`config.mk`:
```
export PLATFORM = sky130hd
export DESIGN_NAME = q2e_cordic_step
export DESIGN_NICKNAME = d
export VERILOG_FILES = /design/src/q2e_pkg.sv /design/src/q2e_cordic_step.sv
export SDC_FILE = /design/constraint.sdc
export NUM_CORES = 1
export LEC_CHECK = 0
export ABC_AREA = 1
export BUFFER_PORTS_ARGS = -buffer_cell sky130_fd_sc_hd__buf_2
export CAP_MARGIN = 15
export CELL_PAD_IN_SITES_DETAIL_PLACEMENT = 1
export CELL_PAD_IN_SITES_GLOBAL_PLACEMENT = 1
export CORE_UTILIZATION = 30
export DETAILED_ROUTE_END_ITERATION = 8
export PLACE_DENSITY_LB_ADDON = 0.12
export SYNTH_ARGS = -nofsm -noshare
export SYNTH_HDL_FRONTEND = slang
export SYNTH_SLANG_ARGS = --single-unit
```
`constraint.sdc`:
```
create_clock -name clk_i -period 6.54 [get_ports clk_i]
set_clock_uncertainty 0.1 [all_clocks]
set_input_delay 0.981 -clock clk_i [delete_from_list [all_inputs] [get_ports clk_i]]
set_output_delay 0.981 -clock clk_i [all_outputs]
set_load 0.01 [all_outputs]
```
`src/q2e_pkg.sv`:
```
// ----------------------------------------------------------------------------
// q2e_pkg
// Widths, constants, stage payload types and the CORDIC angle table.
// ----------------------------------------------------------------------------
package q2e_pkg;

  localparam int IN_W      = 16;
  localparam int PROD_W    = 32;  // 16x16 signed product
  localparam int PW        = 36;  // numerators and denominators, Q8.28
  localparam int SW        = 30;  // clamped arcsine argument
  localparam int SABS_W    = 28;
  localparam int RW        = 57;  // sqrt remainder, holds 2^56
  localparam int QW        = 58;  // sqrt partial root
  localparam int ROOT_W    = 29;  // final root, at most 2^28
  localparam int CW        = 38;  // CORDIC coordinates
  localparam int AW        = 34;  // Q30 angle accumulator
  localparam int OUT_W     = 16;
  localparam int PITCH_W   = 15;
  localparam int SHIFT     = 17;

  localparam int FRONT_STAGES      = 3;
  localparam int SQRT_STEPS        = 29;
  localparam int TABLE_LEN         = 24;
  localparam int CORDIC_STAGES_DEF = 16;

  localparam logic signed [PW-1:0] ASIN_LIMIT  = 36'sd268432772;
  localparam logic [RW-1:0]        ONE_Q56     = {1'b1, 56'b0};
  localparam logic signed [AW-1:0] HALF_PI_Q30 = 34'sd1686629713;
  localparam logic signed [AW:0]   ROUND_Q30   = 35'sd65536;
  localparam int PI_Q13_MAX      = 25736;
  localparam int HALF_PI_Q13_MAX = 12868;

  typedef struct packed {
    logic signed [PW-1:0] roll_n;
    logic signed [PW-1:0] roll_d;
    logic signed [PW-1:0] yaw_n;
    logic signed [PW-1:0] yaw_d;
    logic signed [SW-1:0] s;
    logic [RW-1:0]        rem;
    logic [QW-1:0]        root;
  } sq_t;

  typedef struct packed {
    logic signed [CW-1:0] x;
    logic signed [CW-1:0] y;
    logic signed [AW-1:0] ang;
    logic                 zero;
  } vec_t;

  typedef struct packed {
    vec_t roll;
    vec_t pitch;
    vec_t yaw;
  } cor_t;

  // floor(atan(2^-i) * 2^30)
  function automatic logic signed [AW-1:0] atan_q30(input int unsigned idx);
    logic signed [AW-1:0] v;
    unique case (idx)
      0:  v = 34'sd843314856;
      1:  v = 34'sd497837829;
      2:  v = 34'sd263043836;
      3:  v = 34'sd133525158;
      4:  v = 34'sd67021686;
      5:  v = 34'sd33543515;
      6:  v = 34'sd16775850;
      7:  v = 34'sd8388437;
      8:  v = 34'sd4194282;
      9:  v = 34'sd2097149;
      10: v = 34'sd1048575;
      11: v = 34'sd524287;
      12: v = 34'sd262143;
      13: v = 34'sd131071;
      14: v = 34'sd65535;
      15: v = 34'sd32767;
      16: v = 34'sd16383;
      17: v = 34'sd8191;
      18: v = 34'sd4095;
      19: v = 34'sd2047;
      20: v = 34'sd1023;
      21: v = 34'sd511;
      22: v = 34'sd255;
      23: v = 34'sd127;
      default: v = '0;
    endcase
    return v;
  endfunction

endpackage

```
`src/q2e_cordic_step.sv`:
```
// ----------------------------------------------------------------------------
// q2e_cordic_step
// One registered vectoring iteration, applied to all three vectors.
// ----------------------------------------------------------------------------
module q2e_cordic_step #(
  parameter int STEP = 0
) (
  input  logic          clk_i,
  input  logic          en_i,
  input  q2e_pkg::cor_t data_i,
  output q2e_pkg::cor_t data_o
);

  localparam logic signed [q2e_pkg::AW-1:0] ATAN = q2e_pkg::atan_q30(STEP);

  function automatic q2e_pkg::vec_t rotate(input q2e_pkg::vec_t v);
    q2e_pkg::vec_t r;
    logic signed [q2e_pkg::CW-1:0] xs, ys;
    xs = v.x >>> STEP;
    ys = v.y >>> STEP;
    r  = v;
    if (!v.y[q2e_pkg::CW-1]) begin
      r.x   = v.x + ys;
      r.y   = v.y - xs;
      r.ang = v.ang + ATAN;
    end else begin
      r.x   = v.x - ys;
      r.y   = v.y + xs;
      r.ang = v.ang - ATAN;
    end
    return r;
  endfunction

  q2e_pkg::cor_t data_d, data_q;

  always_comb begin
    data_d.roll  = rotate(data_i.roll);
    data_d.pitch = rotate(data_i.pitch);
    data_d.yaw   = rotate(data_i.yaw);
  end

  always_ff @(posedge clk_i) begin
    if (en_i) begin
      data_q <= data_d;
    end
  end

  assign data_o = data_q;

endmodule

```
==> summary.md <==
| Metric | Value |
|---|---|
| Internal | 5.51 mW |
| Crit-path max FO | 52 |
| Synth area leader | edfxtp_1 |
| Hold Slack | 405 ps |
| Combinational group share of total power | 41.5% |
| Switching power | 3.98 mW |
| Hold Fails Final Rpt | 0 |
| Hold Crit Class | input port to register |
| DP HPWL | 161000 um |
| Post-synth cell types | 47 |
| Crit path largest cell delay | 550 ps |
| Gr ovfl total | 0 |
| GPL Wtd Cong | 0.944 |
| Count of flip-flops with a built-in enable after synthesis | 330 |
| Num CTS Buffers | 46 |
| WL final | 187000 um |
| CTS Sinks | 330 |
| Setup TNS Final | 0 ps |
| Initial antenna violation count | 42 |
| Top cells by area, synth | edfxtp_1, nand2_1, ha_1, inv_1, nand3_1 |
| Slew Viols, Final | 0 |
| Synthesis-to-finish area growth | 15.4% |
| Post-CTS sizing | 0 |
| Die span in x | 371 um |
| DRC | 0 |
| Pwr dens | 201 nW/um^2 |
| GRT Total Usage | 26.4% |
| Data required, critical path | 6830 ps |
| YS warnings | 0 |
| Max reg flops | 330 |
| Fraction of layout cells with a size suffix above 1 | 13.4% |
| Crit. End Element | register |
| # nets final | 7690 |
| Die height | 371 um |
| Post-synthesis average cell area | 6.47 sq um |
| Finished Layout Cells | 8725 |
| Cell Chain, Critical Path | buf_4 -> clkinv_2 -> buf_4 -> ha_1 -> nand3_1 -> nand2_1 -> a21boi_1 -> o21ai_1 -> nand2_1 -> nand2_1 -> nand2_1 -> nand3_1 -> nand2_1 |
| Most used DFF post-synth | edfxtp_1 |
| Core ar. | 135000 sq um |
| DR pass1 iterations | 5 |
| Sw frac | 42.0% |
| Most used routing layer | met2 |
| P_leak | 24.1 nW |
| Status | finished clean |
| Simple-gate share of the synthesized area | 32.6% |
| Worst path bufs/invs | 3 |
| Compound-Gate Fraction of Synth Area | 14.4% |
| XOR/XNOR Fraction of Synth Area | 3.17% |
| Count leader, synth | nand2_1 |
| Met1 Track Usage GR | 36.9% |
| Combinational family with the most area after synthesis | simple AND/OR/NAND/NOR gates |
| First-pass GRT wire length | 275000 um |
| Part of the cycle the worst path needs | 60.1% |
| Vias per std cell | 5.02 |
| Max cap viols | 0 |
| Initial Util | 30.2% |
| Syn Inst Count | 6324 |
| CP arrival | 4220 ps |
| Worst slew pin tran | 1050 ps |
| Crit Path Category | input port to register |
| Slew HR | 29.7% |
| Post-cts hold buffer count | 0 |
| Endpoints failing setup | 0 |
| Largest net degree at the start of global routing | 124 |
| Number of I/O port buffers | 667 |
| Synth top area share | 24.2% |
| Root Buffer | clkbuf_16 |
| Met2 GRT Util | 42.6% |
| CTS tree | built |
| Placed insts | 8629 |
| Synthesized Nets | 7118 |
| M3 GR Usage | 3.44% |
| Clock Pin Slew Worst Setup and Hold Paths | 50 ps |
| CTS HTree Levels | 2 |
| # IOs | 668 |
| RSZ-0062 raised after global routing | no |
| CP delay by family, top | buffers and inverters |
| Postcts setup bufs | 0 |
| Flops & latches, synth | 330 |
| Clock power frac | 28.3% |
| Ys async rst share | 0% |
| DIE AREA | 138000 sq um |
| Period minus WS final | 3930 ps |
| Vias in the first global route | 44700 |
| Synth Area in Adders | 14.3% |
| CP max-delay cell | buf_4 |
| Rows | 135 |
| Seq/Total Area, Yosys | 24.2% |
| Reg power frac | 30.1% |
| Crit start category | input port |
| Routed via count | 43800 |
| Max Root-Sink Buffers | 3 |
| WL/cell | 21.5 um |
| Mux cell area share after synthesis | 0.220% |
| ANT nets after route | 0 |
| Peak supply drop | 0.190 mV |
| Post-synth top cells | nand2_1, inv_1, nor2_1 |
| DRT iter0 DRCs | 2348 |
| Synthesized area | 40900 sq um |
| Fmax achieved | 254 MHz |
| CP dominant cell by count | nand2_1 |
-- cell type report --
type / count / area, sq um
flip-flops and latches: 330 / 9910
inverters: 951 / 3570
diodes: 13 / 32.5
clock buffers: 53 / 1180
multi-input cells: 4890 / 26400
fillers: 17600 / 88100
repair buffers: 677 / 3460
well taps: 1781 / 2230
clock inverters: 30 / 373
-- path summary, 6_finish.rpt --
check | startpoint | end | slack [ps] | cells after the start
min | data_i[112] | data_o[112] | 410 | 1
max | data_i[294] | data_o[247] | 2610 | 13
-- layout by cell type (no fill, tap or decap), types with 13 or more instances in the layout --
| cell | Yosys | final |
|---|---|---|
| a21boi_0 | 13 | 13 |
| a21o_1 | 30 | 30 |
| a21oi_1 | 492 | 492 |
| a31oi_1 | 20 | 20 |
| buf_2 | 38 | 663 |
| clkbuf_16 | 0 | 46 |
| diode_2 | 0 | 13 |
| edfxtp_1 | 330 | 330 |
| ha_1 | 447 | 447 |
| inv_1 | 928 | 925 |
| inv_2 | 21 | 21 |
| nand2_1 | 1855 | 1855 |
| nand2_2 | 39 | 39 |
| nand3_1 | 497 | 497 |
| nand3b_1 | 13 | 13 |
| nand4_1 | 39 | 39 |
| nor2_1 | 570 | 570 |
| nor2_2 | 58 | 58 |
| nor3_1 | 73 | 73 |
| o21a_1 | 13 | 13 |
| o21ai_0 | 338 | 338 |
| o21ai_1 | 41 | 41 |
| o21ai_2 | 17 | 17 |
| o21bai_1 | 55 | 55 |
| o22ai_1 | 42 | 42 |
| xnor2_1 | 22 | 22 |
| xor2_1 | 126 | 126 |
-- kinds of logic (layout without fill, tap and decap cells) --
kind of cell               count (synthesis)  count (layout)
and+or+nand+nor                         3195            3195
buffers and inverters                   1104            1711
AOI/OAI and AO/OA                       1079            1079
adders and majority gates                459             459
DFF                                      330             330
xor gates and xnor gates                 148             148
muxes                                      9               9
other                                      0              13
-- metal layers --
metal	routed length, um	share of wire [%]	vias to the layer above
met3	8420	4.5	224
met4	5250	2.8	32
met5	195	0.10	-
met1	90200	48	21100
li1	-	-	21600
met2	83400	44	882
-- per-stage QoR --
stage | util [%] | power (mW) | worst slack, ps | instance area (sq um)
2_1_floorplan | - | 5.23 | 3050 | 40900
6_report | 34.9 | 9.50 | 2610 | 47200
3_5_place_dp | 33.7 | 6.82 | 1960 | 45600
4_1_cts | 34.9 | 9.61 | 2670 | 47200
3_3_place_gp | 33.7 | 6.79 | 2110 | 45600
5_1_grt | 34.9 | 10.1 | 2310 | 47200
-- power groups by stage --
stage	sequential (mW)	clock (mW)	combinational, mW
finish	2.86	2.69	3.95
global route	2.89	2.84	4.35
CTS	2.87	2.80	3.94
detailed placement	2.90	0	3.92
global placement	2.90	0	3.89
floorplan	3.03	0	2.20
No activity file was read; power rests on OpenSTA's default activity.
