**src/q2e_pkg.sv**
```systemverilog
// ----------------------------------------------------------------------------
// q2e_pkg
// Widths, constants, stage payload types and the CORDIC angle table.
// ----------------------------------------------------------------------------
package q2e_pkg;

  localparam int IN_W      = 16;
  localparam int PROD_W    = 32;  // 16x16 signed product
  localparam int PW        = 36;  // numerators and denominators, Q8.28
  localparam int SW        = 30;  // clamped arcsine argument
  localparam int SABS_W    = 28;
  localparam int RW        = 57;  // sqrt remainder, holds 2^56
  localparam int QW        = 58;  // sqrt partial root
  localparam int ROOT_W    = 29;  // final root, at most 2^28
  localparam int CW        = 38;  // CORDIC coordinates
  localparam int AW        = 34;  // Q30 angle accumulator
  localparam int OUT_W     = 16;
  localparam int PITCH_W   = 15;
  localparam int SHIFT     = 17;

  localparam int FRONT_STAGES      = 3;
  localparam int SQRT_STEPS        = 29;
  localparam int TABLE_LEN         = 24;
  localparam int CORDIC_STAGES_DEF = 16;

  localparam logic signed [PW-1:0] ASIN_LIMIT  = 36'sd268432772;
  localparam logic [RW-1:0]        ONE_Q56     = {1'b1, 56'b0};
  localparam logic signed [AW-1:0] HALF_PI_Q30 = 34'sd1686629713;
  localparam logic signed [AW:0]   ROUND_Q30   = 35'sd65536;
  localparam int PI_Q13_MAX      = 25736;
  localparam int HALF_PI_Q13_MAX = 12868;

  typedef struct packed {
    logic signed [PW-1:0] roll_n;
    logic signed [PW-1:0] roll_d;
    logic signed [PW-1:0] yaw_n;
    logic signed [PW-1:0] yaw_d;
    logic signed [SW-1:0] s;
    logic [RW-1:0]        rem;
    logic [QW-1:0]        root;
  } sq_t;

  typedef struct packed {
    logic signed [CW-1:0] x;
    logic signed [CW-1:0] y;
    logic signed [AW-1:0] ang;
    logic                 zero;
  } vec_t;

  typedef struct packed {
    vec_t roll;
    vec_t pitch;
    vec_t yaw;
  } cor_t;

  // floor(atan(2^-i) * 2^30)
  function automatic logic signed [AW-1:0] atan_q30(input int unsigned idx);
    logic signed [AW-1:0] v;
    unique case (idx)
      0:  v = 34'sd843314856;
      1:  v = 34'sd497837829;
      2:  v = 34'sd263043836;
      3:  v = 34'sd133525158;
      4:  v = 34'sd67021686;
      5:  v = 34'sd33543515;
      6:  v = 34'sd16775850;
      7:  v = 34'sd8388437;
      8:  v = 34'sd4194282;
      9:  v = 34'sd2097149;
      10: v = 34'sd1048575;
      11: v = 34'sd524287;
      12: v = 34'sd262143;
      13: v = 34'sd131071;
      14: v = 34'sd65535;
      15: v = 34'sd32767;
      16: v = 34'sd16383;
      17: v = 34'sd8191;
      18: v = 34'sd4095;
      19: v = 34'sd2047;
      20: v = 34'sd1023;
      21: v = 34'sd511;
      22: v = 34'sd255;
      23: v = 34'sd127;
      default: v = '0;
    endcase
    return v;
  endfunction

endpackage

```
**src/q2e_sqrt_step.sv**
```systemverilog
// ----------------------------------------------------------------------------
// q2e_sqrt_step
// One registered step of the bit-pair integer square root.
// ----------------------------------------------------------------------------
module q2e_sqrt_step #(
  parameter int STEP = 0
) (
  input  logic         clk_i,
  input  logic         en_i,
  input  q2e_pkg::sq_t data_i,
  output q2e_pkg::sq_t data_o
);

  localparam int QW = q2e_pkg::QW;
  localparam int BIT_POS = 2 * (q2e_pkg::SQRT_STEPS - 1 - STEP);
  localparam logic [QW-1:0] BIT = QW'(1) << BIT_POS;

  logic [QW-1:0] trial;
  q2e_pkg::sq_t  data_d, data_q;

  always_comb begin
    data_d = data_i;
    trial  = data_i.root + BIT;
    if ({1'b0, data_i.rem} >= trial) begin
      data_d.rem  = data_i.rem - q2e_pkg::RW'(trial);
      data_d.root = (data_i.root >> 1) + BIT;
    end else begin
      data_d.root = data_i.root >> 1;
    end
  end

  always_ff @(posedge clk_i) begin
    if (en_i) begin
      data_q <= data_d;
    end
  end

  assign data_o = data_q;

endmodule

```
**config.mk**
```make
export PLATFORM = sky130hd
export DESIGN_NAME = q2e_sqrt_step
export DESIGN_NICKNAME = d
export VERILOG_FILES = /design/src/q2e_pkg.sv /design/src/q2e_sqrt_step.sv
export SDC_FILE = /design/constraint.sdc
export NUM_CORES = 1
export LEC_CHECK = 0
export BUFFER_PORTS_ARGS = -buffer_cell sky130_fd_sc_hd__clkbuf_2
export CAP_MARGIN = 25
export CORE_AREA = 2 2 229 231
export CTS_CLUSTER_DIAMETER = 100
export DETAILED_ROUTE_END_ITERATION = 6
export DIE_AREA = 0 0 231 233
export PLACE_DENSITY_LB_ADDON = 0.08
export SYNTH_ARGS = -nofsm -noshare
export SYNTH_HDL_FRONTEND = slang
export SYNTH_SLANG_ARGS = --single-unit
```
**constraint.sdc**
```tcl
create_clock -name clk_i -period 5.6 [get_ports clk_i]
set_clock_uncertainty 0.2 [all_clocks]
set_input_delay 0.84 -clock clk_i [delete_from_list [all_inputs] [get_ports clk_i]]
set_output_delay 0.84 -clock clk_i [all_outputs]
set_load 0.03 [all_outputs]
```
==> results.py <==
metrics = {
    "clock_network": {
        "cts_num_sinks": 289,
        "clkSlewWorstSetupHoldPaths_ps": 60,
        "number_of_clock_buffers_inserted_by_tritoncts": 37,
        "cts-resized-gates": 0,
        "cts_root_buf": "sky130_fd_sc_hd__clkbuf_16",
        "cts-hold-fix-buffers": 0,
        "cts_setup_buffers": 0,
        "cts-root-to-sink-buffers": 3,
        "cts_tree": "yes",
        "cts_max_level": 2,
    },
    "floorplanning": {
        "io_pins": 580,
        "die_h_um": 233,
        "std_cell_rows": 83,
        "fp.dieW_um": 231,
        "floorplan.initialDensity_pct": 24.93,
        "floorplan_die_area_mm2": 0.05382,
        "core_region_area_mm2": 0.05109,
    },
    "setup_path": {
        "timing.critical_path.required_ps": 5690,
        "timing.critical_path.slowest_stage_cell": "sky130_fd_sc_hd__o21a_4",
        "worstPathCellList": "clkbuf_2, inv_1, ha_1, inv_1, fa_1, a21oi_1, o21ai_0, a31oi_1, and2_1, o211a_1, a21oi_4, a21oi_2, o21ba_1, o21a_4, buf_4, mux2_2",
        "cp_num_buf_inv": 4,
        "worstPathArrival_ps": 4560,
        "timing.critical_path.max_delay_family": "compound AO/OA/AOI/OAI gates",
        "critical_path.endpoint_type": "flop",
        "max_stage_delay_ps": 530,
        "critical_path.startpoint_type": "input pin",
        "cp_max_fo": 33,
        "timing_worst_setup_path_type": "input pin to flop",
        "critical_path.most_common_cell": "sky130_fd_sc_hd__inv_1",
    },
    "logic_synthesis": {
        "synth_most_common_cell": "sky130_fd_sc_hd__edfxtp_1",
        "synthCells": 870,
        "yosys-top-cells-area": "sky130_fd_sc_hd__edfxtp_1 68%, sky130_fd_sc_hd__ha_1 5.6%, sky130_fd_sc_hd__mux2_2 4.8%",
        "postSynth.topFlopCell": "sky130_fd_sc_hd__edfxtp_1",
        "ys_ff_latch": 289,
        "synth_edf_count": 289,
        "synth-async-reset-ratio_pct": 0,
        "synth.lib_cells_used.distinct": 57,
        "synthesis.nets": 1219,
        "synthDominantAreaCellType": "sky130_fd_sc_hd__edfxtp_1",
        "fraction_of_post_synthesis_cell_area_in_the_top_cell_type_by_area_pct": 68.13,
        "cell_types_with_the_highest_counts_after_synthesis": "289 x sky130_fd_sc_hd__edfxtp_1, 68 x sky130_fd_sc_hd__inv_1, 57 x sky130_fd_sc_hd__ha_1",
        "syn_warnings": 0,
        "syn_std_cell_area_mm2": 0.01274,
        "yosysSeqAreaShare_pct": 68.13,
        "syn-mean-instance-area_um2": 14.64,
    },
    "placed_design": {
        "placement.setup.worst_slack_ps": 504.5,
        "finalWeightedCongestion": 0.8090,
        "dpl.hpwl_mm": 38.63,
        "dpl-instance-area_mm2": 0.01647,
        "io_buffers": 579,
    },
    "worst_hold_path": {
        "worstHoldStart": "data_i[210]",
        "min_delay_worst_endpoint": "data_o[210]",
        "number_of_cells_on_the_worst_hold_path": 1,
        "hold_path_class": "input pin to flop",
    },
    "route": {
        "drt-wirelength-per-cell_um": 22.03,
        "routed_via_density": 4.341,
        "drt-initial-drc-count": 507,
        "finalWirelength_mm": 48.00,
        "ant_nets": 0,
        "vias": 9458,
        "first_pass_iters": 5,
        "drc_violations_left": 0,
    },
    "sta": {
        "final_report_hold_violation_count": 0,
        "setup_tns_ps": 0,
        "max_slew_margin_pct": 43.81,
        "post-route-period-util_pct": 79.82,
        "fin_hold_ws_ps": 271.1,
        "max_freq_ghz": 0.2237,
        "final_period_minus_worst_setup_slack_ps": 4470,
        "rsz0062_at_grt": "false",
        "finalWorstSetupSlack_ps": 1130,
        "worst_pin_slew_ps": 835.1,
        "final-max-slew-violation-count": 0,
        "finalSetupViolations": 0,
    },
    "layout": {
        "largest_register_ffs": 289,
        "synthToLayoutAreaGrowth_pct": 38.37,
        "layout.area.seq_mm2": 0.008678,
        "fraction_of_final_layout_cells_sized_beyond_drive_strength_1_pct": 46.59,
        "total_non_filler_cell_area_in_the_finished_layout_mm2": 0.01762,
        "layout.nets": 1820,
        "fillerInstances": 5271,
        "multi_input_comb_area_mm2": 0.003696,
    },
    "global_routing": {
        "grt_usage_pct": 17.09,
        "grt_first_pass_wirelength_mm": 66.64,
        "grt_remaining_overflow": 0,
        "vias_in_the_first_global_route": 9713,
        "grt_antenna_before_repair": 14,
        "pin_count_of_the_biggest_net_entering_global_routing": 115,
    },
    "run": {
        "drv.max_cap_violation_count": 0,
    },
    "outcome": {
        "status": "finished, final reports clean",
    },
    "power": {
        "power.density_mw_per_mm2": 356.0,
        "power.static_leakage_nw": 7.816,
        "power_mw": 6.275,
        "vdd_ir_drop_max_uv": 161.4,
    },
}
## stage by stage
step | util (%) | instances
6_report | 34.49 | 2179
5_1_grt | 34.49 | 2178
4_1_cts | 34.48 | 2176
3_5_place_dp | 32.23 | 2112
3_3_place_gp | 32.23 | 2112
2_1_floorplan | - | 870
## logic make-up (layout without fill, tap and decap cells)
family / after synthesis / count (layout) / synth area share [%]
simple gates: 137 / 137 / 5.128
compound gates: 183 / 183 / 9.362
other cells: 0 / 3 / 0
mux: 56 / 56 / 4.931
buf+inv: 92 / 718 / 2.908
flops: 289 / 289 / 68.13
xor+xnor: 55 / 55 / 3.782
fa+ha+maj: 58 / 58 / 5.756
## worst max path at each step
stage,start,to,cells after the start
final,data_i[58],data_o[96],16
after global routing,data_i[58],data_o[77],16
after CTS,data_i[58],data_o[80],16
after detailed placement,data_i[58],data_o[94],16
after global placement,data_i[58],data_o[79],16
after floorplan,data_i[58],data_o[107],16
## per-layer routing
metal  vias up  part of all wire [%]  global-route usage [%]
li1       4469                     -                       -
met1      4538                    38                   18.83
met2       352                    51                   30.56
met3        77                   8.6                   6.691
met4        22                   2.1                   4.496
met5         -                  0.33                       0
## area by class of cell
class                           instances  share of cell area (%)
Clock inverter                         18                   1.086
Timing Repair Buffer                  586                   16.94
Tap cell                              680                   4.827
Sequential cell                       289                   49.24
Inverter                               68                   1.448
Antenna cell                            3                 0.04260
Clock buffer                           46                   5.445
Multi-Input combinational cell        489                   20.97
## layout by cell type (no fill, tap or decap), types with 29 or more instances in the layout
cell type and count:
sky130_fd_sc_hd__clkbuf_2 578, sky130_fd_sc_hd__edfxtp_1 289, sky130_fd_sc_hd__inv_1 68, sky130_fd_sc_hd__ha_1 57
sky130_fd_sc_hd__mux2_2 54, sky130_fd_sc_hd__a21oi_1 52, sky130_fd_sc_hd__nand2_1 51, sky130_fd_sc_hd__o21ai_0 37
sky130_fd_sc_hd__clkbuf_16 37, sky130_fd_sc_hd__a21o_1 32, sky130_fd_sc_hd__xnor2_1 29
## where the power goes
part / total (mW) / internal (mW) / switching [mW] / leakage [nW]
combinational: 1.27 / 0.410 / 0.865 / 4.44
sequential: 2.66 / 2.60 / 0.0524 / 2.83
clock: 2.34 / 1.40 / 0.948 / 0.551
total: 6.27 / 4.41 / 1.86 / 7.82
Power figures use the tool's default switching activity.
