## src/q2e_pkg.sv

```systemverilog
// ----------------------------------------------------------------------------
// q2e_pkg
// Widths, constants, stage payload types and the CORDIC angle table.
// ----------------------------------------------------------------------------
package q2e_pkg;

  localparam int IN_W      = 16;
  localparam int PROD_W    = 32;  // 16x16 signed product
  localparam int PW        = 36;  // numerators and denominators, Q8.28
  localparam int SW        = 30;  // clamped arcsine argument
  localparam int SABS_W    = 28;
  localparam int RW        = 57;  // sqrt remainder, holds 2^56
  localparam int QW        = 58;  // sqrt partial root
  localparam int ROOT_W    = 29;  // final root, at most 2^28
  localparam int CW        = 38;  // CORDIC coordinates
  localparam int AW        = 34;  // Q30 angle accumulator
  localparam int OUT_W     = 16;
  localparam int PITCH_W   = 15;
  localparam int SHIFT     = 17;

  localparam int FRONT_STAGES      = 3;
  localparam int SQRT_STEPS        = 29;
  localparam int TABLE_LEN         = 24;
  localparam int CORDIC_STAGES_DEF = 16;

  localparam logic signed [PW-1:0] ASIN_LIMIT  = 36'sd268432772;
  localparam logic [RW-1:0]        ONE_Q56     = {1'b1, 56'b0};
  localparam logic signed [AW-1:0] HALF_PI_Q30 = 34'sd1686629713;
  localparam logic signed [AW:0]   ROUND_Q30   = 35'sd65536;
  localparam int PI_Q13_MAX      = 25736;
  localparam int HALF_PI_Q13_MAX = 12868;

  typedef struct packed {
    logic signed [PW-1:0] roll_n;
    logic signed [PW-1:0] roll_d;
    logic signed [PW-1:0] yaw_n;
    logic signed [PW-1:0] yaw_d;
    logic signed [SW-1:0] s;
    logic [RW-1:0]        rem;
    logic [QW-1:0]        root;
  } sq_t;

  typedef struct packed {
    logic signed [CW-1:0] x;
    logic signed [CW-1:0] y;
    logic signed [AW-1:0] ang;
    logic                 zero;
  } vec_t;

  typedef struct packed {
    vec_t roll;
    vec_t pitch;
    vec_t yaw;
  } cor_t;

  // floor(atan(2^-i) * 2^30)
  function automatic logic signed [AW-1:0] atan_q30(input int unsigned idx);
    logic signed [AW-1:0] v;
    unique case (idx)
      0:  v = 34'sd843314856;
      1:  v = 34'sd497837829;
      2:  v = 34'sd263043836;
      3:  v = 34'sd133525158;
      4:  v = 34'sd67021686;
      5:  v = 34'sd33543515;
      6:  v = 34'sd16775850;
      7:  v = 34'sd8388437;
      8:  v = 34'sd4194282;
      9:  v = 34'sd2097149;
      10: v = 34'sd1048575;
      11: v = 34'sd524287;
      12: v = 34'sd262143;
      13: v = 34'sd131071;
      14: v = 34'sd65535;
      15: v = 34'sd32767;
      16: v = 34'sd16383;
      17: v = 34'sd8191;
      18: v = 34'sd4095;
      19: v = 34'sd2047;
      20: v = 34'sd1023;
      21: v = 34'sd511;
      22: v = 34'sd255;
      23: v = 34'sd127;
      default: v = '0;
    endcase
    return v;
  endfunction

endpackage

```

## src/q2e_prerot.sv

```systemverilog
// ----------------------------------------------------------------------------
// q2e_prerot
// Loads the three CORDIC vectors, folding the left half-plane by +/- pi/2.
// ----------------------------------------------------------------------------
module q2e_prerot (
  input  logic          clk_i,
  input  logic          en_i,
  input  q2e_pkg::sq_t  data_i,
  output q2e_pkg::cor_t data_o
);

  localparam int CW = q2e_pkg::CW;

  function automatic q2e_pkg::vec_t load(input logic signed [CW-1:0] num,
                                         input logic signed [CW-1:0] den);
    q2e_pkg::vec_t v;
    v.zero = (num == '0) && (den == '0);
    v.x    = den;
    v.y    = num;
    v.ang  = '0;
    if (den < 0) begin
      if (num >= 0) begin
        v.x   = num;
        v.y   = -den;
        v.ang = q2e_pkg::HALF_PI_Q30;
      end else begin
        v.x   = -num;
        v.y   = den;
        v.ang = -q2e_pkg::HALF_PI_Q30;
      end
    end
    return v;
  endfunction

  logic signed [CW-1:0] cos_val;
  q2e_pkg::cor_t        data_d, data_q;

  always_comb begin
    cos_val      = CW'($signed({1'b0, data_i.root[q2e_pkg::ROOT_W-1:0]}));
    data_d.roll  = load(CW'(data_i.roll_n), CW'(data_i.roll_d));
    data_d.pitch = load(CW'(data_i.s), cos_val);
    data_d.yaw   = load(CW'(data_i.yaw_n), CW'(data_i.yaw_d));
  end

  always_ff @(posedge clk_i) begin
    if (en_i) begin
      data_q <= data_d;
    end
  end

  assign data_o = data_q;

endmodule

```

## config.mk

```make
export PLATFORM = sky130hd
export DESIGN_NAME = q2e_prerot
export DESIGN_NICKNAME = d
export VERILOG_FILES = /design/src/q2e_pkg.sv /design/src/q2e_prerot.sv
export SDC_FILE = /design/constraint.sdc
export NUM_CORES = 1
export LEC_CHECK = 0
export BUFFER_PORTS_ARGS = -buffer_cell sky130_fd_sc_hd__buf_2
export CORE_AREA = 2 2 243 245
export DETAILED_ROUTE_END_ITERATION = 7
export DIE_AREA = 0 0 245 247
export GPL_TIMING_DRIVEN = 0
export MAX_ROUTING_LAYER = met4
export SETUP_SLACK_MARGIN = 0.15
export SLEW_MARGIN = 40
export SYNTH_ARGS = -nofsm -noshare
export SYNTH_HDL_FRONTEND = slang
export SYNTH_SLANG_ARGS = --single-unit
```

## constraint.sdc

```tcl
create_clock -name clk_i -period 2.3 [get_ports clk_i]
set_clock_uncertainty 0.2 [all_clocks]
set_input_delay 0.115 -clock clk_i [delete_from_list [all_inputs] [get_ports clk_i]]
set_output_delay 0.115 -clock clk_i [all_outputs]
set_load 0.02 [all_outputs]
```

==> results.py, run 1 <==
metrics = {
    "timing": {
        "period_minus_slack_ps": 2210,
        "fin_crit_sh": 0.962,
        "finalHoldViolCount": 1,
        "setup_viol": 0,
        "holdWs_ps": -2.41,
        "timing.fmax_mhz": 452,
        "final_max_slew_viol_count": 0,
        "worst_pin_slew_ps": 787,
        "rsz0062_at_grt": "yes",
        "max_slew_margin": 0.471,
    },
    "global_routing": {
        "grt-ovfl-total": 0,
        "grt_usage": 0.170,
        "grt_pass1_wl_mm": 77.3,
        "grt_pass1_vias": 12711,
        "grt_antenna_before_repair": 6,
        "grt_start_max_net_pins": 79,
    },
    "yosys": {
        "synth_ff_type": "edfxtp_1",
        "netlist_top_cells_area": "edfxtp_1, buf_4, a21oi_1",
        "yosys_warnings": 0,
        "synth.avg_cell_area_um2": 10.4,
        "yosysUniqueCellTypes": 55,
        "syn-cell-area_um2": 12500,
        "async_flop_share": 0,
        "synth_seq_area_share": 0.528,
        "synth_top_cell_area_share": 0.528,
        "synth-edff-count": 220,
        "synth_top_area_cell": "edfxtp_1",
        "postSynthCellCount": 1205,
        "ys_ff_latch": 220,
    },
    "routing": {
        "post-route-drc-count": 0,
        "wl_per_cell_um": 19.0,
        "first_pass_iters": 6,
        "drtIter0Drc": 1343,
        "ant_nets": 0,
        "vias": 13275,
        "finalWirelength_mm": 53.9,
        "viasPerCell": 4.69,
    },
    "cells_and_area": {
        "drive_gt1_frac": 0.339,
        "final_common_cell": "buf_2",
        "fin_area_um2": 19800,
        "area_delta_synth_final_pct": 58.7,
        "mostFrequentLayoutCells": "buf_2, dlygate4sd3_1, edfxtp_1, nor2_1, a21oi_1",
        "largest_register_ffs": 220,
        "fin_cells": 2833,
        "fin_nets": 2330,
        "fillCellCount": 5911,
    },
    "place": {
        "portBuffers": 486,
        "dpl.cell_count": 2513,
        "gp_congestion": 0.942,
        "placed_cell_area_um2": 16200,
        "hpwl_mm": 39.1,
    },
    "clock_tree": {
        "clock_path_buffers": 3,
        "htreeDepth": 1,
        "cts.sinks": 220,
        "clkTransAtPathRegs_ps": 60,
        "tritoncts": "yes",
        "cts-root-buf": "clkbuf_16",
        "numCtsBuffers": 28,
    },
    "floorplan": {
        "ioPinCount": 624,
        "die-area_um2": 60500,
        "initial_core_util": 0.215,
        "die_height_um": 247,
        "row_count": 89,
        "core-area_um2": 58200,
        "fp.dieW_um": 245,
    },
    "power_and_ir_drop": {
        "p_leak_uw": 0.00818,
        "p_sw_uw": 3740,
        "p_clk_frac": 0.339,
        "internal_power_uw": 8490,
        "combPwrFrac": 0.252,
        "p_per_area_nw_per_um2": 616,
        "vdd_drop_max_mv": 0.545,
        "pwr-share-seq": 0.409,
        "sw_frac_of_total": 0.306,
    },
    "worst_setup_path": {
        "crit_type": "in2reg",
        "endpoint_kind": "register",
        "required_ps": 2370,
        "critPathMaxFanout": 10,
        "start_kind": "input pin",
        "worstPathArrival_ps": 2290,
    },
    "hold_path": {
        "hp-class": "in2reg",
    },
    "run_status": {
        "violations": "negative hold slack",
        "status": "finished with violations",
    },
    "flow_run": {
        "drv_cap": 0,
    },
}
## kinds of logic (layout without fill, tap and decap cells)
| family | count (synthesis) | after routing | share of synthesized area |
|---|---|---|---|
| AOI/OAI and AO/OA | 254 | 254 | 0.125 |
| xor gates and xnor gates | 113 | 113 | 0.0791 |
| muxes | 7 | 7 | 0.00570 |
| adders and majority gates | 4 | 4 | 0.00400 |
| buffers and inverters | 213 | 1017 | 0.0987 |
| and+or+nand+nor | 393 | 393 | 0.159 |
| other | 1 | 52 | 0.000300 |
| DFF | 220 | 220 | 0.528 |
## layer usage
| metal | track usage | part of all wire |
|---|---|---|
| met5 | - | 0 |
| met4 | 0.0680 | 0.040 |
| met3 | 0.0252 | 0.087 |
| met2 | 0.272 | 0.47 |
| met1 | 0.217 | 0.41 |
## through the flow
step | setup slack (ps) | util | power [uW] | TNS (ps) | hold slack, ps
global placement | -2240 | 0.276 | 7720 | -507370 | 109
global route | 107 | 0.341 | 12800 | 0 | 12.5
finish | 86.7 | 0.341 | 12200 | 0 | -2.41
CTS | 153 | 0.338 | 12300 | 0 | -193
detailed placement | -574 | 0.278 | 7730 | -19420 | 110
floorplan | 125 | - | 6540 | 0 | 13.9
## power by group through the flow
stage	Combinational (uW)	Clock, uW	Sequential, uW
CTS	3030	4310	5010
detailed placement	2640	0	5090
finish	3080	4150	5010
global placement	2620	0	5110
floorplan	994	0	5550
global route	3270	4450	5040
## area by class of cell
class / instances / area (um2) / share of cell area
Tap cell: 773 / 967 / 0.0487
Antenna cell: 5 / 12.5 / 0.000630
Buffer: 184 / 1130 / 0.0572
Timing Repair Buffer: 755 / 5180 / 0.261
Sequential cell: 220 / 6610 / 0.333
Clock inverter: 17 / 121 / 0.00612
Inverter: 28 / 105 / 0.00530
Multi-Input combinational cell: 818 / 4980 / 0.251
Clock buffer: 33 / 741 / 0.0373
## worst paths after layout
path | end | startpoint | slack [ps] | depth (start not counted)
max | data_o[105]$_DFFE_PP_ | data_i[192] | 90 | 7
min | data_o[108]$_SDFFCE_PN0P_ | data_i[216] | -2 | 3
## cell usage after synthesis (all sizes together) (5+ instances only)
cell,n
or3,16
nand4,17
xnor2,58
buf,132
and3,6
nand2,32
or4,20
clkbuf,53
xor2,55
nor2,183
edfxtp,220
o31ai,25
nand2b,9
a211o,5
o311ai,5
nor3,37
o21ai,20
nor4,38
a31oi,20
mux2i,6
a41oi,7
o41ai,12
nand3,18
a21oi,139
inv,27
## critical path, stage by stage
cell           delay [ps]
dlygate4sd3_1         540
buf_4                 150
nor4_1                310
nand4_2               410
o41ai_2               420
xor2_1                220
a21oi_1               110
## timing repair
item,in CTS,in global routing
resized for setup,2,30
hold endpoints to repair,259,3
pin swaps,0,3
hold buffers,259,2
buffers inserted,0,5
endpoints found under the setup margin,4,51
Note: power is estimated with default switching activity, not from simulation.
==> inputs of run 2 (changes only) <==
- SETUP_SLACK_MARGIN: 0.15 -> 0.2
==> run 2 against run 1 <==
Against the previous run:
- the run still ends with negative hold slack left
- via count fell by 1.2%
- total power increased by 3.5%
- clock-buffer cell count is 6 lower
- combinational power barely moved
- critical path depth unchanged
- sequential share of layout area fell by 0.16 points
- die area is the same
- critical path type unchanged
- highest routed layer unchanged
==> results.py, run 2 (synthesis results as in run 1) <==
metrics = {
    "run_status": {
        "status": "finished with violations",
        "violations": "negative hold slack",
    },
    "cells_and_area": {
        "fin_nets": 2325,
        "seqCellArea_um2": 6610,
        "final_common_cell": "buf_2",
        "drive_gt1_frac": 0.347,
        "largest_register_ffs": 220,
        "multi_input_area_um2": 4990,
        "mostFrequentLayoutCells": "buf_2, dlygate4sd3_1, edfxtp_1, nor2_1, a21oi_1",
        "fin_cells": 2837,
        "area_delta_synth_final_pct": 59.4,
        "fillCellCount": 5910,
    },
    "worst_setup_path": {
        "cp-startpoint": "data_i[243]",
        "setup.worst_path.end": "data_o[286]$_DFFE_PP_",
        "path_cells": "dlygate4sd3_1, buf_4, nor4_4, nor2_1, a221oi_2, dlygate4sd3_1, o211ai_1",
        "worstPathArrival_ps": 2260,
        "start_kind": "input pin",
        "crit_type": "in2reg",
        "critPathMaxFanout": 6,
        "required_ps": 2420,
        "cpLargestDelayFamily": "buffers and inverters",
        "cp.depth": 7,
        "max_stage_delay_ps": 590,
        "cp_num_buf_inv": 3,
        "cp_common_cell": "dlygate4sd3_1",
        "endpoint_kind": "register",
        "cpMaxStageDelayCell": "dlygate4sd3_1",
    },
    "flow_run": {
        "drv_cap": 0,
    },
    "routing": {
        "post-route-drc-count": 0,
        "finalWirelength_mm": 55.7,
        "vias": 13115,
        "viasPerCell": 4.62,
        "ant_nets": 0,
        "drtIter0Drc": 827,
        "first_pass_iters": 5,
        "wl_per_cell_um": 19.6,
    },
    "timing": {
        "max_slew_margin": 0.421,
        "setup_viol": 0,
        "timing.fmax_mhz": 467,
        "period_minus_slack_ps": 2140,
        "rsz0062_at_grt": "yes",
        "finalHoldViolCount": 3,
        "holdWs_ps": -19.5,
        "fin_crit_sh": 0.931,
        "fin_setup_tns_ps": 0,
        "worst_pin_slew_ps": 868,
        "final_max_slew_viol_count": 0,
    },
    "power_and_ir_drop": {
        "internal_power_uw": 8810,
        "p_clk_frac": 0.362,
        "sw_frac_of_total": 0.304,
        "p_per_area_nw_per_um2": 635,
        "p_leak_uw": 0.00817,
        "design_power_total_uw": 12700,
        "pwr-share-seq": 0.396,
        "p_sw_uw": 3840,
        "combPwrFrac": 0.242,
        "vdd_drop_max_mv": 0.435,
    },
    "floorplan": {
        "initial_core_util": 0.215,
        "core-area_um2": 58200,
        "row_count": 89,
        "die-area_um2": 60500,
        "die_height_um": 247,
        "fp.dieW_um": 245,
        "ioPinCount": 624,
    },
    "place": {
        "portBuffers": 486,
        "hpwl_mm": 40.5,
        "dpl.cell_count": 2513,
        "gp_congestion": 0.930,
    },
    "clock_tree": {
        "cts.sinks": 220,
        "htreeDepth": 1,
        "clock_path_buffers": 3,
        "clkTransAtPathRegs_ps": 60,
        "tritoncts": "yes",
        "numCtsBuffers": 27,
        "cts-root-buf": "clkbuf_16",
    },
    "global_routing": {
        "grt_pass1_wl_mm": 80.0,
        "grt_usage": 0.178,
        "grt_antenna_before_repair": 18,
        "grt_start_max_net_pins": 80,
        "grt-ovfl-total": 0,
        "grt_pass1_vias": 12912,
    },
    "hold_path": {
        "worstHoldStart": "data_i[146]",
        "hp-class": "in2reg",
    },
}
[run 2: changes by cell type in the layout (fill, tap and decap cells not counted), sizes merged]
cell,delta
clkinvlp,+3
dlygate4sd3,-4
inv,+2
clkbuf,-7
clkinv,-4
diode,+9
buf,+2
bufinv,+4
dlymetal6s4s,-1
[run 2: final cells by class]
type | instances | share of cell area
Tap cell | 773 | 0.0485
Antenna cell | 14 | 0.00176
Timing Repair Buffer | 751 | 0.258
Inverter | 28 | 0.00527
Buffer | 184 | 0.0575
Multi-Input combinational cell | 818 | 0.250
Sequential cell | 220 | 0.331
Clock inverter | 22 | 0.0139
Clock buffer | 27 | 0.0339
[run 2: how the worst min path moves through the flow]
stage	endpoint	slack (ps)	cells after the start
2_1_floorplan	data_o[146]$_DFFE_PP_	10	0
3_3_place_gp	data_o[170]$_DFFE_PP_	110	1
3_5_place_dp	data_o[174]$_DFFE_PP_	110	1
4_1_cts	data_o[306]$_DFFE_PP_	-280	3
5_1_grt	data_o[0]$_DFFE_PP_	-30	4
6_report	data_o[36]$_DFFE_PP_	-20	5
[run 2: worst min-delay path: cells and delay by family]
family                   cells  cell delay (ps)
multiplexers                 1               60
adder cells (fa/ha/maj)      1              110
AO/OA/AOI/OAI                1              140
buffers and inverters        2              180
[run 2: per-stage QoR]
stage	util	instance area (um2)	setup slack [ps]
final	0.342	19900	159
after global routing	0.342	19900	65.4
after CTS	0.337	19700	205
after detailed placement	0.278	16200	-562
after global placement	0.277	16100	-2290
after floorplan	-	12700	125
[run 2: power by group through the flow]
| stage | logic, uW | clock network [uW] | registers [uW] |
|---|---|---|---|
| floorplan | 995 | 0 | 5550 |
| global placement | 2630 | 0 | 5110 |
| detailed placement | 2660 | 0 | 5090 |
| CTS | 3020 | 4740 | 5010 |
| global route | 3270 | 4890 | 5050 |
| finish | 3070 | 4580 | 5010 |
[run 2: what timing repair did]
action                                 CTS  global route
gates resized for setup                  3            36
hold buffers                           247             9
pin swaps                                0             7
endpoints found under the hold margin  320            13
buffers inserted                         0             6
setup endpoints to repair                7            53
[run 2: routing by layer]
metal / wire length (um) / track usage
met2: 25800 / 0.283
met5: 0 / -
met3: 4840 / 0.0319
met1: 22400 / 0.221
met4: 2610 / 0.0825
