[config.mk]
export PLATFORM = sky130hd
export DESIGN_NAME = q2e_out
export DESIGN_NICKNAME = d
export VERILOG_FILES = /design/src/q2e_pkg.sv /design/src/q2e_out.sv
export SDC_FILE = /design/constraint.sdc
export NUM_CORES = 1
export LEC_CHECK = 0
export BUFFER_PORTS_ARGS = -buffer_cell sky130_fd_sc_hd__buf_2
export CORE_AREA = 2 2 150 152
export CTS_CLUSTER_SIZE = 24
export DETAILED_ROUTE_END_ITERATION = 7
export DIE_AREA = 0 0 152 154
export PLACE_DENSITY_LB_ADDON = 0.05
export SYNTH_ARGS = -nofsm -noshare
export SYNTH_HDL_FRONTEND = slang
export SYNTH_SLANG_ARGS = --single-unit
[constraint.sdc]
create_clock -name clk_i -period 4.2 [get_ports clk_i]
set_clock_uncertainty 0.2 [all_clocks]
set_input_delay 0.42 -clock clk_i [delete_from_list [all_inputs] [get_ports clk_i]]
set_output_delay 0.42 -clock clk_i [all_outputs]
set_load 0.01 [all_outputs]
[src/q2e_pkg.sv]
// ----------------------------------------------------------------------------
// q2e_pkg
// Widths, constants, stage payload types and the CORDIC angle table.
// ----------------------------------------------------------------------------
package q2e_pkg;

  localparam int IN_W      = 16;
  localparam int PROD_W    = 32;  // 16x16 signed product
  localparam int PW        = 36;  // numerators and denominators, Q8.28
  localparam int SW        = 30;  // clamped arcsine argument
  localparam int SABS_W    = 28;
  localparam int RW        = 57;  // sqrt remainder, holds 2^56
  localparam int QW        = 58;  // sqrt partial root
  localparam int ROOT_W    = 29;  // final root, at most 2^28
  localparam int CW        = 38;  // CORDIC coordinates
  localparam int AW        = 34;  // Q30 angle accumulator
  localparam int OUT_W     = 16;
  localparam int PITCH_W   = 15;
  localparam int SHIFT     = 17;

  localparam int FRONT_STAGES      = 3;
  localparam int SQRT_STEPS        = 29;
  localparam int TABLE_LEN         = 24;
  localparam int CORDIC_STAGES_DEF = 16;

  localparam logic signed [PW-1:0] ASIN_LIMIT  = 36'sd268432772;
  localparam logic [RW-1:0]        ONE_Q56     = {1'b1, 56'b0};
  localparam logic signed [AW-1:0] HALF_PI_Q30 = 34'sd1686629713;
  localparam logic signed [AW:0]   ROUND_Q30   = 35'sd65536;
  localparam int PI_Q13_MAX      = 25736;
  localparam int HALF_PI_Q13_MAX = 12868;

  typedef struct packed {
    logic signed [PW-1:0] roll_n;
    logic signed [PW-1:0] roll_d;
    logic signed [PW-1:0] yaw_n;
    logic signed [PW-1:0] yaw_d;
    logic signed [SW-1:0] s;
    logic [RW-1:0]        rem;
    logic [QW-1:0]        root;
  } sq_t;

  typedef struct packed {
    logic signed [CW-1:0] x;
    logic signed [CW-1:0] y;
    logic signed [AW-1:0] ang;
    logic                 zero;
  } vec_t;

  typedef struct packed {
    vec_t roll;
    vec_t pitch;
    vec_t yaw;
  } cor_t;

  // floor(atan(2^-i) * 2^30)
  function automatic logic signed [AW-1:0] atan_q30(input int unsigned idx);
    logic signed [AW-1:0] v;
    unique case (idx)
      0:  v = 34'sd843314856;
      1:  v = 34'sd497837829;
      2:  v = 34'sd263043836;
      3:  v = 34'sd133525158;
      4:  v = 34'sd67021686;
      5:  v = 34'sd33543515;
      6:  v = 34'sd16775850;
      7:  v = 34'sd8388437;
      8:  v = 34'sd4194282;
      9:  v = 34'sd2097149;
      10: v = 34'sd1048575;
      11: v = 34'sd524287;
      12: v = 34'sd262143;
      13: v = 34'sd131071;
      14: v = 34'sd65535;
      15: v = 34'sd32767;
      16: v = 34'sd16383;
      17: v = 34'sd8191;
      18: v = 34'sd4095;
      19: v = 34'sd2047;
      20: v = 34'sd1023;
      21: v = 34'sd511;
      22: v = 34'sd255;
      23: v = 34'sd127;
      default: v = '0;
    endcase
    return v;
  endfunction

endpackage

[src/q2e_out.sv]
// ----------------------------------------------------------------------------
// q2e_out
// Q30 angles to rounded, saturated Q3.13 output register.
// ----------------------------------------------------------------------------
module q2e_out (
  input  logic                                clk_i,
  input  logic                                en_i,
  input  q2e_pkg::cor_t                       data_i,
  output logic signed [q2e_pkg::OUT_W-1:0]    roll_o,
  output logic signed [q2e_pkg::PITCH_W-1:0]  pitch_o,
  output logic signed [q2e_pkg::OUT_W-1:0]    yaw_o
);

  localparam int AW = q2e_pkg::AW;
  localparam int RW = AW + 1 - q2e_pkg::SHIFT;

  function automatic logic signed [q2e_pkg::OUT_W-1:0] to_q13(input q2e_pkg::vec_t v,
                                                              input int lim);
    logic signed [AW:0]   sum;
    logic signed [RW-1:0] r, hi;
    logic signed [q2e_pkg::OUT_W-1:0] res;
    sum = (AW+1)'(v.ang) + q2e_pkg::ROUND_Q30;
    r   = sum[AW:q2e_pkg::SHIFT];
    hi  = RW'(lim);
    if (v.zero) begin
      res = '0;
    end else if (r > hi) begin
      res = q2e_pkg::OUT_W'(hi);
    end else if (r < -hi) begin
      res = q2e_pkg::OUT_W'(-hi);
    end else begin
      res = q2e_pkg::OUT_W'(r);
    end
    return res;
  endfunction

  logic signed [q2e_pkg::OUT_W-1:0] pitch_full;
  logic signed [q2e_pkg::OUT_W-1:0] roll_q, yaw_q;
  logic signed [q2e_pkg::PITCH_W-1:0] pitch_q;

  assign pitch_full = to_q13(data_i.pitch, q2e_pkg::HALF_PI_Q13_MAX);

  always_ff @(posedge clk_i) begin
    if (en_i) begin
      roll_q  <= to_q13(data_i.roll, q2e_pkg::PI_Q13_MAX);
      pitch_q <= pitch_full[q2e_pkg::PITCH_W-1:0];
      yaw_q   <= to_q13(data_i.yaw, q2e_pkg::PI_Q13_MAX);
    end
  end

  assign roll_o  = roll_q;
  assign pitch_o = pitch_q;
  assign yaw_o   = yaw_q;

endmodule

==> results of run 1 <==
[cells by family (layout without fill, tap and decap cells)]
kind of cell | count (synthesis) | in the layout | share of synthesized area, %
and+or+nand+nor | 211 | 211 | 28.37
AOI/OAI and AO/OA | 121 | 121 | 21.02
buffers and inverters | 56 | 131 | 5.858
DFF | 47 | 47 | 33.54
xor gates and xnor gates | 46 | 46 | 9.575
adders and majority gates | 3 | 3 | 0.8922
muxes | 3 | 3 | 0.7434
[state kept, by name, summed over array words and instances, names as in the netlist]
name	count
pitch_o	15
roll_o	16
yaw_o	16
[metal layers]
layer | vias to the layer above | track usage [%] | routed length [um] | part of all wire (%)
met3 | 11 | 5.017 | 1410 | 8.6
met2 | 134 | 22.35 | 7624 | 46
met4 | 0 | 3.382 | 219 | 1.3
met5 | - | 0 | 0 | 0
met1 | 2092 | 17.28 | 7153 | 44
li1 | 2055 | - | - | -
[cell type report]
class / count / area, um2
Tap cell: 280 / 350.3
Fill cell: 2407 / 16600
Timing Repair Buffer: 115 / 600.6
Multi-Input combinational cell: 384 / 2550
Clock inverter: 2 / 12.51
Inverter: 8 / 30.03
Sequential cell: 47 / 1411
Clock buffer: 6 / 128.9
[where the power goes]
part | internal (W) | switching [W] | total [W]
clock | 0.000221 | 0.000201 | 0.000422
combinational | 0.000123 | 0.000228 | 0.000351
sequential | 0.000563 | 0.0000123 | 0.000575
total | 0.000907 | 0.000441 | 0.00135
[metrics by stage]
stage / util (%) / hold WS [ps] / total power [W] / setup slack, ps / cells
after CTS: 23.44 / 271.3 / 0.001380 / 881.5 / 842
final: 23.44 / 278.7 / 0.001348 / 924.8 / 842
after global routing: 23.44 / 297.1 / 0.001429 / 644.1 / 842
after detailed placement: 22.79 / 590.3 / 0.0009381 / 569.5 / 834
after floorplan: - / 332.5 / 0.0007804 / 1282 / 487
after global placement: 22.79 / 596.5 / 0.0009437 / 465.2 / 834
[worst max-delay path, cell delays in order]
cell and delay [ps]:
buf_2 150, ha_1 250, or4b_2 620, a211oi_1 310, o32ai_1 140, a32oi_1 330
o22a_1 190, o21ai_1 110, buf_4 190, a2111oi_0 420
[worst max-delay path by stage]
stage                     depth (start not counted)   startpoint  slack [ps]   endpoint
after floorplan                                  10  data_i[239]        1280  roll_o[6]
after global placement                           10   data_i[17]         470   yaw_o[0]
after detailed placement                         10   data_i[17]         570   yaw_o[0]
after CTS                                        10   data_i[17]         880   yaw_o[0]
after global routing                             10   data_i[17]         640   yaw_o[0]
final                                            10   data_i[17]         920   yaw_o[0]
[cells in the final DEF, fill, tap and decap left out, drive strengths merged, types with 15 or more instances in the layout]
| master | n |
|---|---|
| nand3 | 29 |
| buf | 115 |
| nor2 | 20 |
| xnor2 | 31 |
| edfxtp | 47 |
| nand4 | 26 |
| a21oi | 26 |
| xor2 | 15 |
| nand2 | 44 |
| nor3 | 22 |
[cell usage after synthesis, types with 10 or more instances]
master,instances
nor2_1,20
edfxtp_1,47
clkbuf_1,26
nand4_1,23
nor3_1,21
buf_2,17
a21oi_1,26
o21ai_0,10
xor2_1,15
xnor2_1,31
nand3_1,28
nor4_1,12
nand2_1,43
a211oi_1,10
==> flow_summary.ini, run 1 <==
[placed_design]
place_area_um2 = 4942
place_congestion = 0.8581
numPortBuffers = 105
place_hpwl_um = 12950

[global_route]
antenna_found_initial = 0
grt.overflow.total = 0
globalRouteTotalUtil_pct = 13.73
grt_pass1_wl_um = 25230
grt_pass1_vias = 4201
grt_max_degree = 26

[floorplanning]
start_util_pct = 19.40
die_w_um = 152
ios = 382
die_h_um = 154
core.rowCount = 54
die-area_um2 = 23410
core_area_um2 = 21690

[timing]
hold_viol_final = 0
fin_tns_setup_ps = 0
maxSlewViolCount = 0
fin_crit_ps = 3275
clock.fmax_mhz = 305.3
worst_pin_slew_ps = 720.9
maxSlewHeadroom_pct = 51.50
setup_viol = 0
grt_setup_unrepaired = no
post-route-period-util_pct = 77.98

[critical_path]
worstPathRequired_ps = 4060
start_kind = input port
crit_fanout = 8
arrival_ps = 3130
path_class = in2reg
crit_path_end_kind = flop

[route]
drtPass1Iterations = 4
drt-initial-drc-count = 232
num_vias = 4292
drc = 0
routed_via_density = 5.097
wl_per_cell_um = 19.49
ant_nets = 0
wl_um = 16410

[pwr]
p_leak_nw = 1.725
vdd_drop_max_mv = 0.1331
p_per_area_nw_per_um2 = 265.2

[synthesis]
synth_top_cell_by_area = edfxtp_1
synthTopCellsByArea = edfxtp_1 34%, xnor2_1 6.5%, nand2_1 3.8%
synth_edf_count = 47
avgSynthCellArea_um2 = 8.640
yosysWarningCount = 0
syn-num-nets = 825
yosys.area.top_type_share_pct = 33.54
syn_area_um2 = 4208
async_flop_share_pct = 0
synth_ff_type = edfxtp_1
synth_seq_cells = 47
yosysSeqAreaShare_pct = 33.54
syn-instance-count = 487
synth_cell_type_count = 76

[cts]
cts_buffers = 5
cts_root_buf = clkbuf_16
cts_tree = done
cts_buffer_depth = 2
clock_sinks = 47
cts.clk_slew.worst_paths_ps = 70
cts-resized-gates = 0
post_cts_buffers = 0
ctsHtreeMaxLevel = 2
hold_buffers = 0

[cells_and_area]
design_area_um2 = 5084
drive_gt1_share_pct = 24.73
areaGrowthSynthToFinish_pct = 20.81
antenna_cells = 0
final_nets = 899

[status]
status = finished, final reports clean

[worst_hold_path]
holdPathStages = 2
hold_start = data_i[111]
hp-class = in2reg
holdPathEnd = pitch_o[14]

[run]
max_cap_violations = 0
(Power assumes the default switching activity.)
==> run 2: changes to the inputs <==
- CORE_AREA: 2 2 150 152 -> 2 2 147 149
- DIE_AREA: 0 0 152 154 -> 0 0 149 151
- clock period: 4.2 -> 2.9 ns (I/O delays scaled with it)
==> flow_summary.ini, run 2 (synthesis results as in run 1) <==
[critical_path]
crit_path_end_kind = flop
critPathBufInv = 2
cpPeakStageDelay_ps = 620
arrival_ps = 2700
crit_fanout = 10
crit_family = compound AO/OA/AOI/OAI gates
critical_path.cell_chain = buf_2 > ha_1 > or4b_2 > a211oi_1 > o32ai_1 > a32oi_1 > o22a_1 > o21ai_4 > a2111oi_1 > buf_4
worstPathRequired_ps = 2880
cp_slowest_cell = or4b_2
start_kind = input port
path_class = in2reg

[global_route]
grt_pass1_wl_um = 25810
grt_max_degree = 23
grt_pass1_vias = 4488
globalRouteTotalUtil_pct = 15.02
antenna_found_initial = 0
grt.overflow.total = 0

[cells_and_area]
fin_cells = 925
antenna_cells = 0
final_cell_mix = 105 x buf_2, 98 x buf_4, 47 x edfxtp_1, 43 x nand2_1, 31 x xnor2_1
areaGrowthSynthToFinish_pct = 38.09
final_nets = 988
fin_util_pct = 27.91
drive_gt1_share_pct = 35.85
mostFrequentLayoutCell = buf_2
nFillCells = 2296
design_area_um2 = 5811

[timing]
clock.fmax_mhz = 368.1
maxSlewViolCount = 0
grt_setup_unrepaired = no
fin_crit_ps = 2717
fin_tns_setup_ps = 0
post-route-period-util_pct = 93.68
maxSlewHeadroom_pct = 62.80
hold_viol_final = 0
worst_pin_slew_ps = 554.0
setup_viol = 0

[route]
wl_um = 17110
wl_per_cell_um = 18.50
ant_nets = 0
routed_via_density = 4.944
drtPass1Iterations = 5
drt-initial-drc-count = 345
drc = 0
num_vias = 4573

[cts]
cts_buffers = 5
cts-resized-gates = 0
cts.clk_slew.worst_paths_ps = 70
clock_sinks = 47
ctsHtreeMaxLevel = 2
cts_root_buf = clkbuf_16
post_cts_buffers = 0
hold_buffers = 0
cts_buffer_depth = 2
cts_tree = done

[worst_hold_path]
holdPathStages = 2
hp-class = in2reg
hold_start = data_i[111]
holdPathEnd = pitch_o[14]

[pwr]
swShare_pct = 30.40
p_leak_nw = 2.177
seq_power_share_pct = 39.7
clockPowerShare_pct = 32.3
power.total_w = 0.002093
intPower_w = 0.001457
comb_power_share_pct = 27.9
power.switching_w = 0.0006363
p_per_area_nw_per_um2 = 360.2
vdd_drop_max_mv = 0.2185

[floorplanning]
core_area_um2 = 20820
ios = 382
die-area_um2 = 22500
die_w_um = 149
die_h_um = 151
core.rowCount = 53
start_util_pct = 20.21

[placed_design]
place_hpwl_um = 13810
place_area_um2 = 5617
numPortBuffers = 105
place_inst = 918
place_congestion = 0.8801

[status]
status = finished, final reports clean

[run]
max_cap_violations = 0
run 2: cell types whose count changed in the layout (fill, tap and decap cells not counted), sizes merged:
cell,previous run,this run
buf,115,204
bufinv,0,1
clkinv,2,0
run 2: per-stage QoR:
step           hold slack [ps]  setup slack (ps)
6_report                 162.8             183.3
5_1_grt                  190.4             12.35
4_1_cts                  146.4             9.124
3_5_place_dp             463.6            -276.0
3_3_place_gp             458.4            -313.8
2_1_floorplan            202.5             111.8
run 2: metal layers:
layer | routed length [um] | track usage [%]
met4 | 268 | 3.667
met1 | 7411 | 19.19
met2 | 7961 | 24.01
met3 | 1473 | 5.663
met5 | 0 | 0
run 2: worst max-delay path by stage:
stage	from	to	slack, ps	cells past startpoint
floorplan	data_i[239]	roll_o[6]	110	10
global route	data_i[17]	yaw_o[1]	10	10
detailed placement	data_i[17]	yaw_o[1]	-280	10
global placement	data_i[23]	yaw_o[1]	-310	11
CTS	data_i[17]	yaw_o[1]	9	10
finish	data_i[17]	yaw_o[1]	180	10
run 2: power groups by stage:
| stage | Sequential (W) | Clock (W) | Combinational [W] |
|---|---|---|---|
| after floorplan | 0.000879 | 0 | 0.000251 |
| after global placement | 0.000847 | 0 | 0.000588 |
| after detailed placement | 0.000846 | 0 | 0.000580 |
| after CTS | 0.000833 | 0.000711 | 0.000585 |
| after global routing | 0.000838 | 0.000727 | 0.000642 |
| final | 0.000831 | 0.000677 | 0.000585 |
run 2: layout make-up:
type | instances | area, um2 | share of cell area [%]
clock buffers | 6 | 128.9 | 2.218
flip-flops and latches | 47 | 1411 | 24.29
well taps | 275 | 344.1 | 5.922
repair buffers | 204 | 1281 | 22.05
inverters | 8 | 30.03 | 0.5168
clock inverters | 1 | 30.03 | 0.5168
multi-input cells | 384 | 2585 | 44.49
==> run 3: changes to the inputs <==
- CTS_CLUSTER_SIZE: 24 -> 40
- HOLD_SLACK_MARGIN: not set -> 0.05
- PLACE_DENSITY: not set -> 0.52
- PLACE_DENSITY_LB_ADDON: 0.05 -> not set
==> flow_summary.ini, run 3 (synthesis results as in run 1) <==
[floorplanning]
die_w_um = 149
core_area_um2 = 20820
ios = 382
die_h_um = 151
start_util_pct = 20.21
die-area_um2 = 22500
core.rowCount = 53

[placed_design]
place_area_um2 = 5446
place_congestion = 0.8709
numPortBuffers = 105
place_hpwl_um = 11600

[global_route]
grt_pass1_wl_um = 22700
grt_max_degree = 35
grt_pass1_vias = 4194
grt.overflow.total = 0
globalRouteTotalUtil_pct = 12.89
antenna_found_initial = 0

[critical_path]
arrival_ps = 2730
worstPathRequired_ps = 2880
path_class = in2reg
crit_fanout = 7
critical_path.cell_chain = buf_2 > ha_1 > or4b_2 > a211oi_1 > o32ai_1 > a32oi_1 > o22a_1 > o21ai_1 > a2111oi_1 > buf_4
cpPeakStageDelay_ps = 620
cp_slowest_cell = or4b_2
start_kind = input port
crit_path_end_kind = flop

[timing]
fin_tns_setup_ps = 0
maxSlewHeadroom_pct = 50.04
maxSlewViolCount = 0
grt_setup_unrepaired = no
hold_viol_final = 0
worst_pin_slew_ps = 749.4
setup_viol = 0
post-route-period-util_pct = 94.70
clock.fmax_mhz = 364.1
fin_crit_ps = 2746

[worst_hold_path]
hp-class = in2reg

[status]
status = finished, final reports clean

[cells_and_area]
nFillCells = 2286
mostFrequentLayoutCell = buf_2
design_area_um2 = 5603
final_cell_mix = 105 x buf_2, 78 x buf_4, 47 x edfxtp_1, 43 x nand2_1, 31 x xnor2_1
fin_util_pct = 26.91
drive_gt1_share_pct = 33.17
seq_area_um2 = 1411
areaGrowthSynthToFinish_pct = 33.15
final_nets = 967
antenna_cells = 0
multiInputGateArea_um2 = 2552

[pwr]
p_leak_nw = 2.066
vdd_drop_max_mv = 0.2273
p_per_area_nw_per_um2 = 356.2

[cts]
clock_sinks = 47
cts_tree = done
cts_root_buf = clkbuf_16
cts.clk_slew.worst_paths_ps = 80
hold_buffers = 0
cts_buffers = 5
ctsHtreeMaxLevel = 2
cts_buffer_depth = 2

[route]
drtPass1Iterations = 5
wl_um = 14590
drc = 0
routed_via_density = 4.901
wl_per_cell_um = 16.12
ant_nets = 0
drt-initial-drc-count = 284
num_vias = 4435

[run]
max_cap_violations = 0
==> run 3: critical path, delay by kind of cell <==
kind	cells	cell delay [ps]
fa+ha+maj	1	200
simple gates	1	620
buf+inv	2	290
compound gates	6	1330
==> run 3: worst paths after layout <==
check	cells after the start	start	end	slack, ps
setup / recovery	10	data_i[17]	yaw_o[2]	150
hold / removal	2	data_i[111]	pitch_o[14]	160
==> run 3: what timing repair did <==
item                                    4_1_cts  5_1_grt
endpoints found under the setup margin        0        2
gates resized for setup                       0        2
buffers inserted                              0        0
==> run 3: where the power goes <==
part,internal [W],leakage (nW),switching (W)
combinational,0.000220,1.54,0.000322
clock,0.000333,0.0767,0.000287
sequential,0.000816,0.452,0.0000185
==> run 3: metrics by stage <==
stage                     cells  hold WS (ps)  setup WS [ps]  power, W
after CTS                   905         149.8          100.8  0.002019
after floorplan             487         202.5          111.8  0.001130
final                       905         155.6          153.6  0.001996
after global placement      897         454.2         -300.4  0.001388
after detailed placement    897         458.8         -193.3  0.001384
after global routing        905         157.5          21.13  0.002097
==> run 3: cell type report <==
cell class | instances | share of cell area (%)
tap | 275 | 6.141
inverter | 8 | 0.5360
clock inverter | 3 | 0.5136
timing repair buffer | 183 | 19.83
clock buffer | 5 | 2.233
sequential | 47 | 25.19
multi-input combinational | 384 | 45.56
==> run 3: layer usage <==
layer	GRT usage, %	wire length [um]	vias up	part of all wire [%]
li1	-	-	2178	-
met1	18.10	6988	2107	48
met2	19.40	6408	139	44
met3	3.795	1029	11	7.1
met4	3.143	157	0	1.1
met5	0	0	-	0
